<file path="src/rtl/scmd_pkg.sv">
//------------------------------------------------------------------------------
// SD SPI command engine package
// Shared widths, register indexes, phase encoding and the frame byte selector.
//------------------------------------------------------------------------------
`default_nettype none

package scmd_pkg;

  localparam int WAIT_COUNT_BITS = 24;
  localparam int TIMEOUT_W       = 24;
  localparam int RETRY_W         = 8;
  localparam int CMD_W           = 6;
  localparam int ARG_W           = 32;
  localparam int BYTE_W          = 8;
  localparam int CFG_IDX_W       = 2;
  localparam int CFG_DATA_W      = 24;
  localparam int FRAME_IDX_W     = 3;

  // Configuration register indexes.
  localparam logic [CFG_IDX_W-1:0] CFG_READY_TIMEOUT    = 2'd0;
  localparam logic [CFG_IDX_W-1:0] CFG_RESPONSE_RETRIES = 2'd1;
  localparam logic [CFG_IDX_W-1:0] CFG_STUFF_COMMAND    = 2'd2;

  // Reset values of the configuration registers.
  localparam logic [TIMEOUT_W-1:0] READY_TIMEOUT_RST    = 24'hFF_FFFF;
  localparam logic [RETRY_W-1:0]   RESPONSE_RETRIES_RST = 8'h1F;
  localparam logic [CMD_W-1:0]     STUFF_COMMAND_RST    = 6'd12;

  // Input word function codes.
  localparam logic FUNC_START = 1'b0;
  localparam logic FUNC_RX    = 1'b1;

  // Result word kinds.
  localparam logic KIND_EXCHANGE = 1'b0;
  localparam logic KIND_FINISH   = 1'b1;

  localparam logic [BYTE_W-1:0] IDLE_BYTE   = 8'hFF;
  localparam logic [BYTE_W-1:0] START_BITS  = 8'h40;
  localparam logic [FRAME_IDX_W-1:0] FRAME_LAST_IDX = 3'd5;

  typedef enum logic [2:0] {
    PH_IDLE          = 3'd0,
    PH_PRE_DESELECT  = 3'd1,
    PH_WAIT_READY    = 3'd2,
    PH_FRAME         = 3'd3,
    PH_STUFF         = 3'd4,
    PH_R1            = 3'd5,
    PH_FAIL_DESELECT = 3'd6
  } phase_t;

  // Byte of the six-byte command frame at the given position.
  function automatic logic [BYTE_W-1:0] frame_byte(
    input logic [CMD_W-1:0]       cmd,
    input logic [ARG_W-1:0]       arg,
    input logic [BYTE_W-1:0]      crc,
    input logic [FRAME_IDX_W-1:0] idx
  );
    logic [BYTE_W-1:0] b;
    case (idx)
      3'd0: b = {2'b00, cmd} | START_BITS;
      3'd1: b = arg[31:24];
      3'd2: b = arg[23:16];
      3'd3: b = arg[15:8];
      3'd4: b = arg[7:0];
      default: b = crc;
    endcase
    return b;
  endfunction

endpackage

`default_nettype wire

</file>
<file path="src/rtl/scmd_if.sv">
//------------------------------------------------------------------------------
// SD SPI command engine channels
// Valid/ready channels for request words and result words.
//------------------------------------------------------------------------------
`default_nettype none

interface scmd_in_if;
  import scmd_pkg::*;

  logic                valid;
  logic                ready;
  logic                func;
  logic [CMD_W-1:0]    cmd_index;
  logic [ARG_W-1:0]    argument;
  logic [BYTE_W-1:0]   crc_byte;
  logic [BYTE_W-1:0]   rx_byte;

  modport source (output valid, func, cmd_index, argument, crc_byte, rx_byte,
                  input ready);
  modport sink   (input valid, func, cmd_index, argument, crc_byte, rx_byte,
                  output ready);
endinterface

interface scmd_out_if;
  import scmd_pkg::*;

  logic                valid;
  logic                ready;
  logic                kind;
  logic [BYTE_W-1:0]   tx_byte;
  logic                chip_select_high;
  logic [BYTE_W-1:0]   r1_response;
  logic                select_failed;

  modport source (output valid, kind, tx_byte, chip_select_high, r1_response,
                  select_failed, input ready);
  modport sink   (input valid, kind, tx_byte, chip_select_high, r1_response,
                  select_failed, output ready);
endinterface

`default_nettype wire

</file>
<file path="src/rtl/sd_spi_command_transaction_core.sv">
//------------------------------------------------------------------------------
// SD SPI command transaction core
// Byte-level host engine that frames one SD command and collects its R1 reply.
//------------------------------------------------------------------------------
// The core takes one word per clock while the result side keeps up. A start
// word latches the command and answers with a dummy 0xFF exchange with the
// card deselected; each received byte word then yields the next exchange (or
// the finished word), held in a single output register and shown in the
// cycle after the word is taken. A new word is taken whenever that register
// is empty or being read, so the sustained rate is one word per cycle; only a
// stalled result side slows it. Received bytes that arrive while no
// transaction runs are dropped without a result.
`default_nettype none

module sd_spi_command_transaction_core (
  input  wire logic                             clk,
  input  wire logic                             rst_n,
  input  wire logic                             cfg_we,
  input  wire logic [scmd_pkg::CFG_IDX_W-1:0]   cfg_index,
  input  wire logic [scmd_pkg::CFG_DATA_W-1:0]  cfg_wdata,
  scmd_in_if.sink                               in_ch,
  scmd_out_if.source                            out_ch
);
  import scmd_pkg::*;

  // Configuration registers.
  logic [TIMEOUT_W-1:0] ready_timeout_r;
  logic [RETRY_W-1:0]   response_retries_r;
  logic [CMD_W-1:0]     stuff_command_r;

  // Transaction state.
  phase_t                     phase_r, phase_nxt;
  logic [FRAME_IDX_W-1:0]     frame_idx_r, frame_idx_nxt;
  logic [WAIT_COUNT_BITS-1:0] busy_cnt_r, busy_cnt_nxt;
  logic [RETRY_W-1:0]         retries_r, retries_nxt;
  logic [CMD_W-1:0]           cmd_r, cmd_nxt;
  logic [ARG_W-1:0]           arg_r, arg_nxt;
  logic [BYTE_W-1:0]          crc_r, crc_nxt;
  logic                       sel_r, sel_nxt;

  // Result register.
  logic              out_valid_r;
  logic              kind_r, kind_nxt;
  logic [BYTE_W-1:0] tx_r, tx_nxt;
  logic              cs_r, cs_nxt;
  logic [BYTE_W-1:0] r1_r, r1_nxt;
  logic              fail_r, fail_nxt;
  logic              res_valid;

  logic                       in_acc;
  logic [WAIT_COUNT_BITS:0]   busy_inc;
  logic [WAIT_COUNT_BITS-1:0] poll_limit;

  assign in_ch.ready = !out_valid_r || out_ch.ready;
  assign in_acc      = in_ch.valid && in_ch.ready;

  assign out_ch.valid            = out_valid_r;
  assign out_ch.kind             = kind_r;
  assign out_ch.tx_byte          = tx_r;
  assign out_ch.chip_select_high = cs_r;
  assign out_ch.r1_response      = r1_r;
  assign out_ch.select_failed    = fail_r;

  // A timeout of zero counts as a single poll.
  assign poll_limit = (ready_timeout_r == '0) ? WAIT_COUNT_BITS'(1)
                                              : WAIT_COUNT_BITS'(ready_timeout_r);
  assign busy_inc   = {1'b0, busy_cnt_r} + (WAIT_COUNT_BITS+1)'(1);

  always_ff @(posedge clk) begin
    if (!rst_n) begin
      ready_timeout_r    <= READY_TIMEOUT_RST;
      response_retries_r <= RESPONSE_RETRIES_RST;
      stuff_command_r    <= STUFF_COMMAND_RST;
    end else if (cfg_we) begin
      case (cfg_index)
        CFG_READY_TIMEOUT:    ready_timeout_r    <= cfg_wdata[TIMEOUT_W-1:0];
        CFG_RESPONSE_RETRIES: response_retries_r <= cfg_wdata[RETRY_W-1:0];
        CFG_STUFF_COMMAND:    stuff_command_r    <= cfg_wdata[CMD_W-1:0];
        default: ;
      endcase
    end
  end

  always_comb begin
    phase_nxt     = phase_r;
    frame_idx_nxt = frame_idx_r;
    busy_cnt_nxt  = busy_cnt_r;
    retries_nxt   = retries_r;
    cmd_nxt       = cmd_r;
    arg_nxt       = arg_r;
    crc_nxt       = crc_r;
    sel_nxt       = sel_r;
    res_valid     = 1'b0;
    kind_nxt      = KIND_EXCHANGE;
    tx_nxt        = IDLE_BYTE;
    cs_nxt        = 1'b0;
    r1_nxt        = '0;
    fail_nxt      = 1'b0;

    if (in_acc) begin
      if (in_ch.func == FUNC_START) begin
        // A start always restarts, even in the middle of a transaction.
        cmd_nxt       = in_ch.cmd_index;
        arg_nxt       = in_ch.argument;
        crc_nxt       = in_ch.crc_byte;
        frame_idx_nxt = '0;
        busy_cnt_nxt  = '0;
        retries_nxt   = '0;
        phase_nxt     = PH_PRE_DESELECT;
        res_valid     = 1'b1;
        cs_nxt        = 1'b1;
      end else begin
        case (phase_r)
          PH_PRE_DESELECT: begin
            phase_nxt    = PH_WAIT_READY;
            busy_cnt_nxt = '0;
            res_valid    = 1'b1;
          end
          PH_WAIT_READY: begin
            res_valid = 1'b1;
            if (in_ch.rx_byte == IDLE_BYTE) begin
              phase_nxt     = PH_FRAME;
              frame_idx_nxt = '0;
              tx_nxt        = frame_byte(cmd_r, arg_r, crc_r, '0);
            end else begin
              busy_cnt_nxt = busy_inc[WAIT_COUNT_BITS-1:0];
              if (busy_inc >= {1'b0, poll_limit}) begin
                phase_nxt = PH_FAIL_DESELECT;
                cs_nxt    = 1'b1;
              end
            end
          end
          PH_FRAME: begin
            res_valid = 1'b1;
            if (frame_idx_r < FRAME_LAST_IDX) begin
              frame_idx_nxt = frame_idx_r + FRAME_IDX_W'(1);
              tx_nxt        = frame_byte(cmd_r, arg_r, crc_r,
                                         frame_idx_r + FRAME_IDX_W'(1));
            end else if (cmd_r == stuff_command_r) begin
              phase_nxt = PH_STUFF;
            end else begin
              phase_nxt   = PH_R1;
              retries_nxt = response_retries_r;
            end
          end
          PH_STUFF: begin
            res_valid   = 1'b1;
            phase_nxt   = PH_R1;
            retries_nxt = response_retries_r;
          end
          PH_R1: begin
            res_valid = 1'b1;
            if (!in_ch.rx_byte[BYTE_W-1] || retries_r == '0) begin
              phase_nxt = PH_IDLE;
              kind_nxt  = KIND_FINISH;
              tx_nxt    = '0;
              cs_nxt    = sel_r;
              r1_nxt    = in_ch.rx_byte;
            end else begin
              retries_nxt = retries_r - RETRY_W'(1);
            end
          end
          PH_FAIL_DESELECT: begin
            res_valid = 1'b1;
            phase_nxt = PH_IDLE;
            kind_nxt  = KIND_FINISH;
            tx_nxt    = '0;
            cs_nxt    = sel_r;
            r1_nxt    = IDLE_BYTE;
            fail_nxt  = 1'b1;
          end
          default: begin
            phase_nxt = PH_IDLE;
          end
        endcase
      end
      // Every exchange leaves its chip select level on the line.
      if (res_valid && kind_nxt == KIND_EXCHANGE) begin
        sel_nxt = cs_nxt;
      end
    end
  end

  always_ff @(posedge clk) begin
    if (!rst_n) begin
      phase_r     <= PH_IDLE;
      frame_idx_r <= '0;
      busy_cnt_r  <= '0;
      retries_r   <= '0;
      cmd_r       <= '0;
      arg_r       <= '0;
      crc_r       <= '0;
      sel_r       <= 1'b1;
      out_valid_r <= 1'b0;
    end else begin
      phase_r     <= phase_nxt;
      frame_idx_r <= frame_idx_nxt;
      busy_cnt_r  <= busy_cnt_nxt;
      retries_r   <= retries_nxt;
      cmd_r       <= cmd_nxt;
      arg_r       <= arg_nxt;
      crc_r       <= crc_nxt;
      sel_r       <= sel_nxt;
      if (in_acc && res_valid) begin
        out_valid_r <= 1'b1;
      end else if (out_ch.ready) begin
        out_valid_r <= 1'b0;
      end
    end
  end

  always_ff @(posedge clk) begin
    if (in_acc && res_valid) begin
      kind_r <= kind_nxt;
      tx_r   <= tx_nxt;
      cs_r   <= cs_nxt;
      r1_r   <= r1_nxt;
      fail_r <= fail_nxt;
    end
  end

  // A start word is always answered by a deselected dummy exchange.
  a_start_deselects: assert property (@(posedge clk) disable iff (!rst_n)
    (in_acc && in_ch.func == FUNC_START) |=>
      (out_valid_r && kind_r == KIND_EXCHANGE && tx_r == IDLE_BYTE && cs_r))
    else $error("start word not answered by a deselected dummy exchange");

  // A failed select always reports an all-ones R1 byte.
  a_fail_r1: assert property (@(posedge clk) disable iff (!rst_n)
    (out_valid_r && kind_r == KIND_FINISH && fail_r) |-> (r1_r == IDLE_BYTE))
    else $error("failed select with R1 other than 0xFF");

  // Exchange words carry no response and no failure flag.
  a_exchange_clean: assert property (@(posedge clk) disable iff (!rst_n)
    (out_valid_r && kind_r == KIND_EXCHANGE) |-> (r1_r == '0 && !fail_r))
    else $error("exchange word carries response fields");

  // The engine returns to idle right after it emits a finished word.
  a_finish_idle: assert property (@(posedge clk) disable iff (!rst_n)
    (in_acc && res_valid && kind_nxt == KIND_FINISH) |=> (phase_r == PH_IDLE))
    else $error("engine not idle after a finished word");

endmodule

`default_nettype wire
</file>
<file path="src/flat_wrapper.sv">
// flat-port wrapper written by rule: the top's interface ports become plain ports
module sd_spi_command_transaction_core_flat import scmd_pkg::*;
  (clk, rst_n, cfg_we, cfg_index, cfg_wdata, in_ch_valid, in_ch_func, in_ch_cmd_index, in_ch_argument, in_ch_crc_byte, in_ch_rx_byte, in_ch_ready, out_ch_valid, out_ch_kind, out_ch_tx_byte, out_ch_chip_select_high, out_ch_r1_response, out_ch_select_failed, out_ch_ready);
  scmd_in_if in_ch_i ();
  scmd_out_if out_ch_i ();
  input  wire logic clk;
  input  wire logic rst_n;
  input  wire logic cfg_we;
  input  wire logic [scmd_pkg::CFG_IDX_W-1:0] cfg_index;
  input  wire logic [scmd_pkg::CFG_DATA_W-1:0] cfg_wdata;
  input wire logic [$bits(in_ch_i.valid)-1:0] in_ch_valid;
  input wire logic [$bits(in_ch_i.func)-1:0] in_ch_func;
  input wire logic [$bits(in_ch_i.cmd_index)-1:0] in_ch_cmd_index;
  input wire logic [$bits(in_ch_i.argument)-1:0] in_ch_argument;
  input wire logic [$bits(in_ch_i.crc_byte)-1:0] in_ch_crc_byte;
  input wire logic [$bits(in_ch_i.rx_byte)-1:0] in_ch_rx_byte;
  output wire logic [$bits(in_ch_i.ready)-1:0] in_ch_ready;
  output wire logic [$bits(out_ch_i.valid)-1:0] out_ch_valid;
  output wire logic [$bits(out_ch_i.kind)-1:0] out_ch_kind;
  output wire logic [$bits(out_ch_i.tx_byte)-1:0] out_ch_tx_byte;
  output wire logic [$bits(out_ch_i.chip_select_high)-1:0] out_ch_chip_select_high;
  output wire logic [$bits(out_ch_i.r1_response)-1:0] out_ch_r1_response;
  output wire logic [$bits(out_ch_i.select_failed)-1:0] out_ch_select_failed;
  input wire logic [$bits(out_ch_i.ready)-1:0] out_ch_ready;
  assign in_ch_i.valid = in_ch_valid;
  assign in_ch_i.func = in_ch_func;
  assign in_ch_i.cmd_index = in_ch_cmd_index;
  assign in_ch_i.argument = in_ch_argument;
  assign in_ch_i.crc_byte = in_ch_crc_byte;
  assign in_ch_i.rx_byte = in_ch_rx_byte;
  assign in_ch_ready = in_ch_i.ready;
  assign out_ch_valid = out_ch_i.valid;
  assign out_ch_kind = out_ch_i.kind;
  assign out_ch_tx_byte = out_ch_i.tx_byte;
  assign out_ch_chip_select_high = out_ch_i.chip_select_high;
  assign out_ch_r1_response = out_ch_i.r1_response;
  assign out_ch_select_failed = out_ch_i.select_failed;
  assign out_ch_i.ready = out_ch_ready;
  sd_spi_command_transaction_core u_core (.clk(clk), .rst_n(rst_n), .cfg_we(cfg_we), .cfg_index(cfg_index), .cfg_wdata(cfg_wdata), .in_ch(in_ch_i), .out_ch(out_ch_i));
endmodule
</file>
<file path="config.mk">
export PLATFORM = sky130hd
export DESIGN_NAME = sd_spi_command_transaction_core_flat
export DESIGN_NICKNAME = d
export VERILOG_FILES = /design/src/rtl/scmd_pkg.sv /design/src/rtl/scmd_if.sv /design/src/rtl/sd_spi_command_transaction_core.sv /design/src/flat_wrapper.sv
export SDC_FILE = /design/constraint.sdc
export NUM_CORES = 1
export LEC_CHECK = 0
export BUFFER_PORTS_ARGS = -buffer_cell sky130_fd_sc_hd__buf_2
export CORE_UTILIZATION = 45
export CTS_CLUSTER_SIZE = 8
export DETAILED_ROUTE_END_ITERATION = 16
export PLACE_DENSITY_LB_ADDON = 0.3
export SLEW_MARGIN = 20
export SYNTH_ARGS = -nofsm -noshare
export SYNTH_HDL_FRONTEND = slang
export SYNTH_SLANG_ARGS = --single-unit
</file>
<file path="constraint.sdc">
create_clock -name clk -period 4.1 [get_ports clk]
set_clock_uncertainty 0.15 [all_clocks]
set_input_delay 0.82 -clock clk [delete_from_list [all_inputs] [get_ports clk]]
set_output_delay 0.82 -clock clk [all_outputs]
set_load 0.02 [all_outputs]
</file>
==> impl_metrics.toml, run 1 <==
[outcome]
status = "complete, no violations"

[worst_setup_path]
crit_path_class = "register to register"
cp_cell_sequence = "ha_1 > and3_1 > and3_1 > and4_1 > nand3_1 > xnor2_2 > ha_1 > a21oi_1 > o21a_1 > o211ai_1 > o21a_1 > or3b_1 > nand2_1 > a31oi_1"
crit_fanout = 7
end_kind = "register"
critPathMaxStageDelay_ns = 0.44
timing.critical_path.slowest_stage_cell = "sky130_fd_sc_hd__or3b_1"
critical_path_required_ns = 4.11
arrival_ns = 3.77
crit_path_start_kind = "register"

[timing]
timing.setup.tns_ns = 0
timing_max_transition_violations_final = 0
hold_violations = 0
rsz0062_at_grt = "false"
tightestPinTransition_ns = 0.834
final.hold.worst_slack_ns = 0.312
maxClockFrequency_mhz = 266
max-slew-margin-rel = 0.444
finalWorstPathRequiredPeriod_ns = 3.76
timing.final.crit_share = 0.918
finalSetupViolations = 0

[clock_tree]
clock_sinks = 143
hold_buffer_count_at_cts = 0
source_to_sink_clock_delay_at_the_later_pin_of_the_worst_skew_pair_ns = 0.43
htree_num_levels = 4
tritoncts = "built"
worst_setup_hold_path_clk_slew_ns = 0.06
cts_buffer_depth = 2
root_buffer = "sky130_fd_sc_hd__clkbuf_16"
post_cts.resized_instances = 0
postCtsSetupRepairBufs = 0
number_of_buffers_inserted_during_clock_tree_synthesis = 17

[min_path]
hp-class = "register to register"

[finish]
layout.cells.most_common = "sky130_fd_sc_hd__nand2_1"
design_area_mm2 = 0.00872
top_library_cells_by_usage_in_the_layout_fill_and_taps_aside = "sky130_fd_sc_hd__nand2_1 (176), sky130_fd_sc_hd__dfxtp_1 (124), sky130_fd_sc_hd__buf_2 (106)"
layout_nets = 1074
area_delta_synth_final_pct = 17.5
final_layout_size_suffix_gt1_frac = 0.163
antenna-diode-count = 0

[detailed_routing]
totalWireLength_mm = 18.0
remaining_drc_errors = 0
antenna_left = 0
route.detailed.wl_per_inst_um = 15.2
routed_via_density = 5.45
vias = 6451
first_pass_iters = 5
detailedRoute.firstIterationViolations = 501

[floorplan]
initial_core_util = 0.464
core_area_mm2 = 0.0160
die_area_mm2 = 0.0170
boundaryPins = 107
num_rows = 46
chipWidth_um = 130
die_height_um = 130

[synthesis]
synth-main-ff-cell = "sky130_fd_sc_hd__dfxtp_1"
mean_instance_size_in_the_synthesized_netlist_um2 = 8.46
instance_count_of_the_mapped_netlist = 877
synth_sequential_area_ratio = 0.411
postSynthRegisterBits = 143
post_synth_num_cell_types = 61
synth_edf_count = 19
syn-num-nets = 996
synth-async-reset-ratio = 0
synthesis.area_mm2 = 0.00742
yosys_warnings = 0

[power_and_ir_drop]
leakagePower_nw = 3.63
cellPowerDensity_mw_per_mm2 = 400
finalPower_mw = 3.48
peakVddDrop_uv = 288

[flow_run]
timing.max_cap.violations = 0

[placement]
dpl.hpwl_mm = 12.6
port-buffer-count = 106
post_dp_cell_area_mm2 = 0.00807
gp_routability_congestion = 0.908

[grt]
antenna_violations_before_repair = 0
number_of_global_route_vias_before_repair = 5636
global_route_wire_length_before_repair_mm = 28.8
grtUsageTotal = 0.220
grt_start_max_net_pins = 126
grt_overflow_total = 0
layer usage:
| metal | track usage | wire, um | part of all wire |
|---|---|---|---|
| met3 | 0.0497 | 1030 | 0.057 |
| met5 | 0 | 0 | 0 |
| met1 | 0.319 | 8900 | 0.50 |
| met4 | 0.0764 | 240 | 0.013 |
| met2 | 0.321 | 7800 | 0.43 |
synthesized netlist by cell type (11+ instances only):
library cell	n	share of area
sky130_fd_sc_hd__ha_1	33	0.056
sky130_fd_sc_hd__nor2_1	39	0.020
sky130_fd_sc_hd__a21boi_0	60	0.061
sky130_fd_sc_hd__xnor2_1	17	0.020
sky130_fd_sc_hd__mux2i_1	15	0.020
sky130_fd_sc_hd__xor2_1	13	0.015
sky130_fd_sc_hd__edfxtp_1	19	0.077
sky130_fd_sc_hd__a21oi_1	29	0.020
sky130_fd_sc_hd__inv_1	34	0.017
sky130_fd_sc_hd__nor2b_1	24	0.020
sky130_fd_sc_hd__clkbuf_1	42	0.021
sky130_fd_sc_hd__o211ai_1	28	0.028
sky130_fd_sc_hd__o21ai_0	28	0.019
sky130_fd_sc_hd__nand2_1	176	0.089
sky130_fd_sc_hd__dfxtp_1	124	0.33
sky130_fd_sc_hd__a22oi_1	12	0.012
sky130_fd_sc_hd__nand3_1	26	0.018
sky130_fd_sc_hd__nand4_1	11	0.0093
per-stage QoR:
step	setup slack, ns	instances	utilization
CTS	0.332	1184	0.545
global route	0.0534	1184	0.545
finish	0.337	1184	0.545
detailed placement	0.335	1152	0.504
floorplan	0.703	877	-
global placement	0.407	1152	0.504
path summary, 6_finish.rpt:
kind | from | end | slack [ns] | cells after the start
setup / recovery | u_core.busy_cnt_r[0]$_SDFFE_PN0P_ | u_core.out_ch.chip_select_high$_SDFFCE_PN0P_ | 0.34 | 14
hold / removal | u_core.crc_r[7]$_SDFFE_PN0P_ | u_core.crc_r[7]$_SDFFE_PN0P_ | 0.31 | 2
setup reg to reg | u_core.busy_cnt_r[0]$_SDFFE_PN0P_ | u_core.out_ch.chip_select_high$_SDFFCE_PN0P_ | 0.34 | 14
hold reg to reg | u_core.crc_r[7]$_SDFFE_PN0P_ | u_core.crc_r[7]$_SDFFE_PN0P_ | 0.31 | 2
where the power goes:
group          switching, mW  internal (mW)  total [mW]
registers             0.0333           1.47        1.50
clock network          0.632           1.06        1.70
logic                  0.168          0.116       0.284
registers in the layout, indices dropped and copies added, names as in the netlist:
name,count
u_core.arg_r,32
u_core.busy_cnt_r,24
u_core.ready_timeout_r,24
u_core.crc_r,8
u_core.out_ch.r1_response,8
u_core.out_ch.tx_byte,8
u_core.response_retries_r,8
u_core.retries_r,8
u_core.cmd_r,6
u_core.stuff_command_r,6
u_core.frame_idx_r,3
u_core.phase_r,3
u_core.out_ch.chip_select_high,1
u_core.out_ch.kind,1
u_core.out_ch.select_failed,1
u_core.out_ch.valid,1
u_core.sel_r,1
area by class of cell:
type	instances	area [um2]
Fill cell	1517	7280
Sequential cell	143	3050
Tap cell	216	270
Inverter	35	131
Clock buffer	18	450
Clock inverter	14	199
Multi-Input combinational cell	645	4030
Timing Repair Buffer	113	587
critical path, delay by kind of cell, from the launching register on:
family	cells	cell delay (ns)
and+or+nand+nor	6	1.55
AOI/OAI and AO/OA	5	0.66
adders and majority gates	2	0.58
DFF	1	0.40
xor gates and xnor gates	1	0.16
kinds of logic (layout without fill, tap and decap cells):
group | count (synthesis) | count (layout) | synth area share
adders and majority gates | 33 | 33 | 0.0556
AOI/OAI and AO/OA | 219 | 219 | 0.206
muxes | 16 | 16 | 0.0217
buffers and inverters | 89 | 180 | 0.0470
xor gates and xnor gates | 31 | 31 | 0.0376
DFF | 143 | 143 | 0.411
and+or+nand+nor | 346 | 346 | 0.221
Power figures use the tool's default switching activity.
==> inputs of run 2 (changes only) <==
--- a/config.mk
+++ b/config.mk
@@ -6,10 +6,11 @@
 export NUM_CORES = 1
 export LEC_CHECK = 0
 export BUFFER_PORTS_ARGS = -buffer_cell sky130_fd_sc_hd__buf_2
+export CORE_MARGIN = 2
 export CORE_UTILIZATION = 45
 export CTS_CLUSTER_SIZE = 8
 export DETAILED_ROUTE_END_ITERATION = 16
-export PLACE_DENSITY_LB_ADDON = 0.3
+export PLACE_DENSITY = 0.65
 export SLEW_MARGIN = 20
 export SYNTH_ARGS = -nofsm -noshare
 export SYNTH_HDL_FRONTEND = slang
==> impl_metrics.toml, run 2 (synthesized netlist as in run 1, its figures left out) <==
[placement]
pre_cts_worst_setup_slack_ns = 0.302
dpl.hpwl_mm = 13.2
port-buffer-count = 106
gp_routability_congestion = 0.883

[clock_tree]
cts_buffer_depth = 2
worst_setup_hold_path_clk_slew_ns = 0.06
source_to_sink_clock_delay_at_the_later_pin_of_the_worst_skew_pair_ns = 0.43
postCtsSetupRepairBufs = 0
clock_sinks = 143
number_of_buffers_inserted_during_clock_tree_synthesis = 17
htree_num_levels = 4
root_buffer = "sky130_fd_sc_hd__clkbuf_16"
post_cts.resized_instances = 0
tritoncts = "built"
hold_buffer_count_at_cts = 0

[floorplan]
die_area_mm2 = 0.0175
chipWidth_um = 132
num_rows = 46
core_area_mm2 = 0.0160
initial_core_util = 0.464
boundaryPins = 107
die_height_um = 132

[detailed_routing]
vias = 6322
routed_via_density = 5.33
antenna_left = 0
totalWireLength_mm = 18.2
detailedRoute.firstIterationViolations = 502
remaining_drc_errors = 0
first_pass_iters = 5
route.detailed.wl_per_inst_um = 15.4

[grt]
grt_overflow_total = 0
grtUsageTotal = 0.213
antenna_violations_before_repair = 0
number_of_global_route_vias_before_repair = 5867
global_route_wire_length_before_repair_mm = 30.1
grt_start_max_net_pins = 66

[power_and_ir_drop]
internal_power_mw = 2.53
power_frac_clock = 0.467
switching_share = 0.247
leakagePower_nw = 3.61
finalPower_mw = 3.36
share_seq_of_total_power = 0.448
cellPowerDensity_mw_per_mm2 = 386
power_share_of_the_combinational_group = 0.085
total_switching_power_mw = 0.829
peakVddDrop_uv = 298

[worst_setup_path]
worstSetupStartpoint = "u_core.busy_cnt_r[0]$_SDFFE_PN0P_"
rrSetupSlack_ns = 0.31
crit_path_start_kind = "register"
timing.critical_path.to = "u_core.out_ch.chip_select_high$_SDFFCE_PN0P_"
worst_r2r_startpoint = "u_core.busy_cnt_r[0]$_SDFFE_PN0P_"
end_kind = "register"
critical_path_required_ns = 4.12
crit_path_class = "register to register"
worstReg2RegEnd = "u_core.out_ch.chip_select_high$_SDFFCE_PN0P_"
arrival_ns = 3.81
r2r.worst_path.cells = 14
crit_fanout = 7

[finish]
antenna-diode-count = 0
largestRegisters = "u_core.arg_r: 32 flops, u_core.busy_cnt_r: 24 flops, u_core.ready_timeout_r: 24 flops"
largest_register_ff_count = 32
area_delta_synth_final_pct = 17.0
final_layout_size_suffix_gt1_frac = 0.164
layout_nets = 1076
layout.cells.most_common = "sky130_fd_sc_hd__nand2_1"
top_library_cells_by_usage_in_the_layout_fill_and_taps_aside = "sky130_fd_sc_hd__nand2_1 (176), sky130_fd_sc_hd__dfxtp_1 (124), sky130_fd_sc_hd__buf_2 (106)"
register_with_the_highest_flop_count = "u_core.arg_r"

[timing]
final_worst_slack_ns = 0.305
timing.setup.tns_ns = 0
timing_max_transition_violations_final = 0
finalSetupViolations = 0
rsz0062_at_grt = "false"
maxClockFrequency_mhz = 264
tightestPinTransition_ns = 0.708
timing.final.crit_share = 0.926
hold_violations = 0
max-slew-margin-rel = 0.527
finalWorstPathRequiredPeriod_ns = 3.79

[flow_run]
timing.max_cap.violations = 0

[outcome]
status = "complete, no violations"

[min_path]
hp-class = "register to register"
hold-path-cell-count = 2
-- run 2: cell count changes in the layout (fill, tap and decap cells not counted) --
| cell | previous run | this run |
|---|---|---|
| sky130_fd_sc_hd__bufinv_16 | 4 | 2 |
| sky130_fd_sc_hd__clkbuf_1 | 0 | 1 |
| sky130_fd_sc_hd__buf_4 | 6 | 9 |
| sky130_fd_sc_hd__clkinv_4 | 1 | 5 |
| sky130_fd_sc_hd__inv_6 | 5 | 3 |
| sky130_fd_sc_hd__clkinv_2 | 1 | 0 |
| sky130_fd_sc_hd__buf_6 | 1 | 0 |
-- run 2: area by class of cell --
cell class                      count  area (um2)
Sequential cell                   143        3050
Clock buffer                       19         454
Inverter                           35         131
Timing Repair Buffer              115         598
Fill cell                        1549        7310
Clock inverter                     13         151
Tap cell                          216         270
Multi-Input combinational cell    645        4030
-- run 2: worst min path at each step --
stage	to	start
6_report	u_core.arg_r[28]$_SDFFE_PN0P_	u_core.arg_r[28]$_SDFFE_PN0P_
5_1_grt	u_core.arg_r[8]$_SDFFE_PN0P_	u_core.arg_r[8]$_SDFFE_PN0P_
4_1_cts	u_core.arg_r[28]$_SDFFE_PN0P_	u_core.arg_r[28]$_SDFFE_PN0P_
3_5_place_dp	u_core.arg_r[12]$_SDFFE_PN0P_	u_core.arg_r[12]$_SDFFE_PN0P_
3_3_place_gp	u_core.crc_r[7]$_SDFFE_PN0P_	u_core.crc_r[7]$_SDFFE_PN0P_
2_1_floorplan	u_core.response_retries_r[0]$_SDFFE_PN1P_	u_core.response_retries_r[0]$_SDFFE_PN1P_
-- run 2: critical path, stage by stage, from the launching register on --
cell and delay, ns:
sky130_fd_sc_hd__dfxtp_1 0.40, sky130_fd_sc_hd__ha_1 0.26, sky130_fd_sc_hd__and3_1 0.20, sky130_fd_sc_hd__and3_1 0.30, sky130_fd_sc_hd__and4_1 0.38, sky130_fd_sc_hd__nand3_1 0.17
sky130_fd_sc_hd__xnor2_2 0.18, sky130_fd_sc_hd__ha_1 0.32, sky130_fd_sc_hd__a21oi_1 0.14, sky130_fd_sc_hd__o21a_1 0.16, sky130_fd_sc_hd__o211ai_1 0.08, sky130_fd_sc_hd__o21a_1 0.17
sky130_fd_sc_hd__or3b_1 0.45, sky130_fd_sc_hd__nand2_1 0.10, sky130_fd_sc_hd__a31oi_1 0.07
-- run 2: per-layer routing --
metal  vias up  part of all wire  global-route usage
met5         -                 0                   0
met4         0             0.015              0.0741
met3        22             0.048              0.0406
met2       154              0.44               0.317
met1      2891              0.50               0.310
li1       3255                 -                   -
-- run 2: stage by stage --
step / instance area (um2) / hold WS, ns / std cells / utilization
floorplan: 7420 / 0.285 / 877 / -
global placement: 8080 / 0.301 / 1154 / 0.505
detailed placement: 8080 / 0.308 / 1154 / 0.505
CTS: 8690 / 0.318 / 1186 / 0.543
global route: 8690 / 0.344 / 1186 / 0.543
finish: 8690 / 0.314 / 1186 / 0.543
-- run 2: power groups by stage --
stage / clock (mW) / combinational, mW / sequential (mW)
3_5_place_dp: 0 / 0.284 / 1.53
5_1_grt: 1.67 / 0.318 / 1.51
3_3_place_gp: 0 / 0.282 / 1.53
2_1_floorplan: 0 / 0.175 / 1.53
4_1_cts: 1.60 / 0.285 / 1.50
6_report: 1.57 / 0.284 / 1.50
==> inputs of run 3 (changes only) <==
==> constraint.sdc (replaced) <==
create_clock -name clk -period 4.2 [get_ports clk]
set_clock_uncertainty 0.15 [all_clocks]
set_input_delay 0.84 -clock clk [delete_from_list [all_inputs] [get_ports clk]]
set_output_delay 0.84 -clock clk [all_outputs]
set_load 0.02 [all_outputs]
==> impl_metrics.toml, run 3 (synthesized netlist as in run 1, its figures left out) <==
[outcome]
status = "complete, no violations"

[worst_setup_path]
critical_path_required_ns = 4.22
crit_path_start_kind = "register"
end_kind = "register"
cp.buffers_inverters = 0
worst_path_dominant_cell_family = "simple AND/OR/NAND/NOR gates"
crit_fanout = 7
critPathMaxStageDelay_ns = 0.44
crit_path_class = "register to register"
timing.critical_path.slowest_stage_cell = "sky130_fd_sc_hd__or3b_1"
cp_cell_sequence = "ha_1 > and3_1 > and3_1 > and4_1 > nand3_1 > xnor2_2 > ha_1 > a21oi_1 > o21a_1 > o211ai_1 > o21a_1 > or3b_1 > nand2_1 > a31oi_1"
arrival_ns = 3.81

[grt]
grtUsageTotal = 0.211
antenna_violations_before_repair = 0
number_of_global_route_vias_before_repair = 5816
global_route_wire_length_before_repair_mm = 29.6
grt_start_max_net_pins = 66
grt_overflow_total = 0

[timing]
rsz0062_at_grt = "false"
timing_max_transition_violations_final = 0
final.hold.worst_slack_ns = 0.314
tightestPinTransition_ns = 0.719
timing.setup.tns_ns = 0
hold_violations = 0
timing.final.crit_share = 0.904
maxClockFrequency_mhz = 263
final_worst_slack_ns = 0.405
max-slew-margin-rel = 0.520
finalSetupViolations = 0
finalWorstPathRequiredPeriod_ns = 3.80

[placement]
gp_routability_congestion = 0.884
pre_cts_worst_setup_slack_ns = 0.415
dpl.hpwl_mm = 13.1
port-buffer-count = 106

[floorplan]
chipWidth_um = 132
initial_core_util = 0.464
num_rows = 46
boundaryPins = 107
core_area_mm2 = 0.0160
die_area_mm2 = 0.0175
die_height_um = 132

[power_and_ir_drop]
finalPower_mw = 3.18
cellPowerDensity_mw_per_mm2 = 367
peakVddDrop_uv = 292
leakagePower_nw = 3.60

[finish]
top_library_cells_by_usage_in_the_layout_fill_and_taps_aside = "sky130_fd_sc_hd__nand2_1 (176), sky130_fd_sc_hd__dfxtp_1 (124), sky130_fd_sc_hd__buf_2 (106)"
largestRegisters = "u_core.arg_r: 32 flops, u_core.busy_cnt_r: 24 flops, u_core.ready_timeout_r: 24 flops"
ff_latch_area_mm2 = 0.00305
final_layout_size_suffix_gt1_frac = 0.165
antenna-diode-count = 0
layout.cells.most_common = "sky130_fd_sc_hd__nand2_1"
area_delta_synth_final_pct = 16.4
fillers = 1540
largest_register_ff_count = 32
register_with_the_highest_flop_count = "u_core.arg_r"
layout.core_utilization = 0.540
layout_nets = 1076
multi_input_area_mm2 = 0.00403

[detailed_routing]
antenna_left = 0
routed_via_density = 5.37
detailedRoute.firstIterationViolations = 519
vias = 6369
route.detailed.wl_per_inst_um = 15.4
first_pass_iters = 6
remaining_drc_errors = 0
totalWireLength_mm = 18.2

[clock_tree]
postCtsSetupRepairBufs = 0
source_to_sink_clock_delay_at_the_later_pin_of_the_worst_skew_pair_ns = 0.43
worst_setup_hold_path_clk_slew_ns = 0.07
clock_sinks = 143
hold_buffer_count_at_cts = 0
tritoncts = "built"
htree_num_levels = 4
post_cts.resized_instances = 0
number_of_buffers_inserted_during_clock_tree_synthesis = 17
cts_buffer_depth = 2
root_buffer = "sky130_fd_sc_hd__clkbuf_16"

[min_path]
hp-class = "register to register"

[flow_run]
timing.max_cap.violations = 0
-- run 3: final cells by class --
type / instances / share of cell area
multi-input cells: 645 / 0.466
flip-flops and latches: 143 / 0.353
repair buffers: 115 / 0.0692
clock buffers: 18 / 0.0508
well taps: 216 / 0.0313
inverters: 35 / 0.0152
clock inverters: 14 / 0.0139
-- run 3: metrics by stage --
stage	instances	cell area, um2
3_3_place_gp	1154	8080
5_1_grt	1186	8640
6_report	1186	8640
3_5_place_dp	1154	8080
2_1_floorplan	877	7420
4_1_cts	1186	8640
-- run 3: routing by layer --
| metal | track usage | part of all wire |
|---|---|---|
| met5 | 0 | 0 |
| met4 | 0.0639 | 0.013 |
| met3 | 0.0444 | 0.060 |
| met2 | 0.314 | 0.44 |
| met1 | 0.308 | 0.49 |
-- run 3: worst paths after layout --
path / startpoint / end / slack, ns / cells past startpoint
worst max-delay path: u_core.busy_cnt_r[0]$_SDFFE_PN0P_ / u_core.out_ch.chip_select_high$_SDFFCE_PN0P_ / 0.40 / 14
worst min-delay path: u_core.arg_r[11]$_SDFFE_PN0P_ / u_core.arg_r[11]$_SDFFE_PN0P_ / 0.31 / 2
worst max register to register: u_core.busy_cnt_r[0]$_SDFFE_PN0P_ / u_core.out_ch.chip_select_high$_SDFFCE_PN0P_ / 0.40 / 14
worst min register to register: u_core.arg_r[11]$_SDFFE_PN0P_ / u_core.arg_r[11]$_SDFFE_PN0P_ / 0.31 / 2
-- run 3: tightest hold or removal path, cell delays in order (launching register included) --
cell	delay, ns
sky130_fd_sc_hd__dfxtp_1	0.31
sky130_fd_sc_hd__nand2_1	0.05
sky130_fd_sc_hd__a21boi_0	0.06
-- run 3: power breakdown --
| group | total, mW | internal [mW] | switching [mW] |
|---|---|---|---|
| Clock | 1.43 | 0.791 | 0.640 |
| Combinational | 0.277 | 0.113 | 0.164 |
| Sequential | 1.47 | 1.44 | 0.0318 |
| Total | 3.18 | 2.34 | 0.836 |
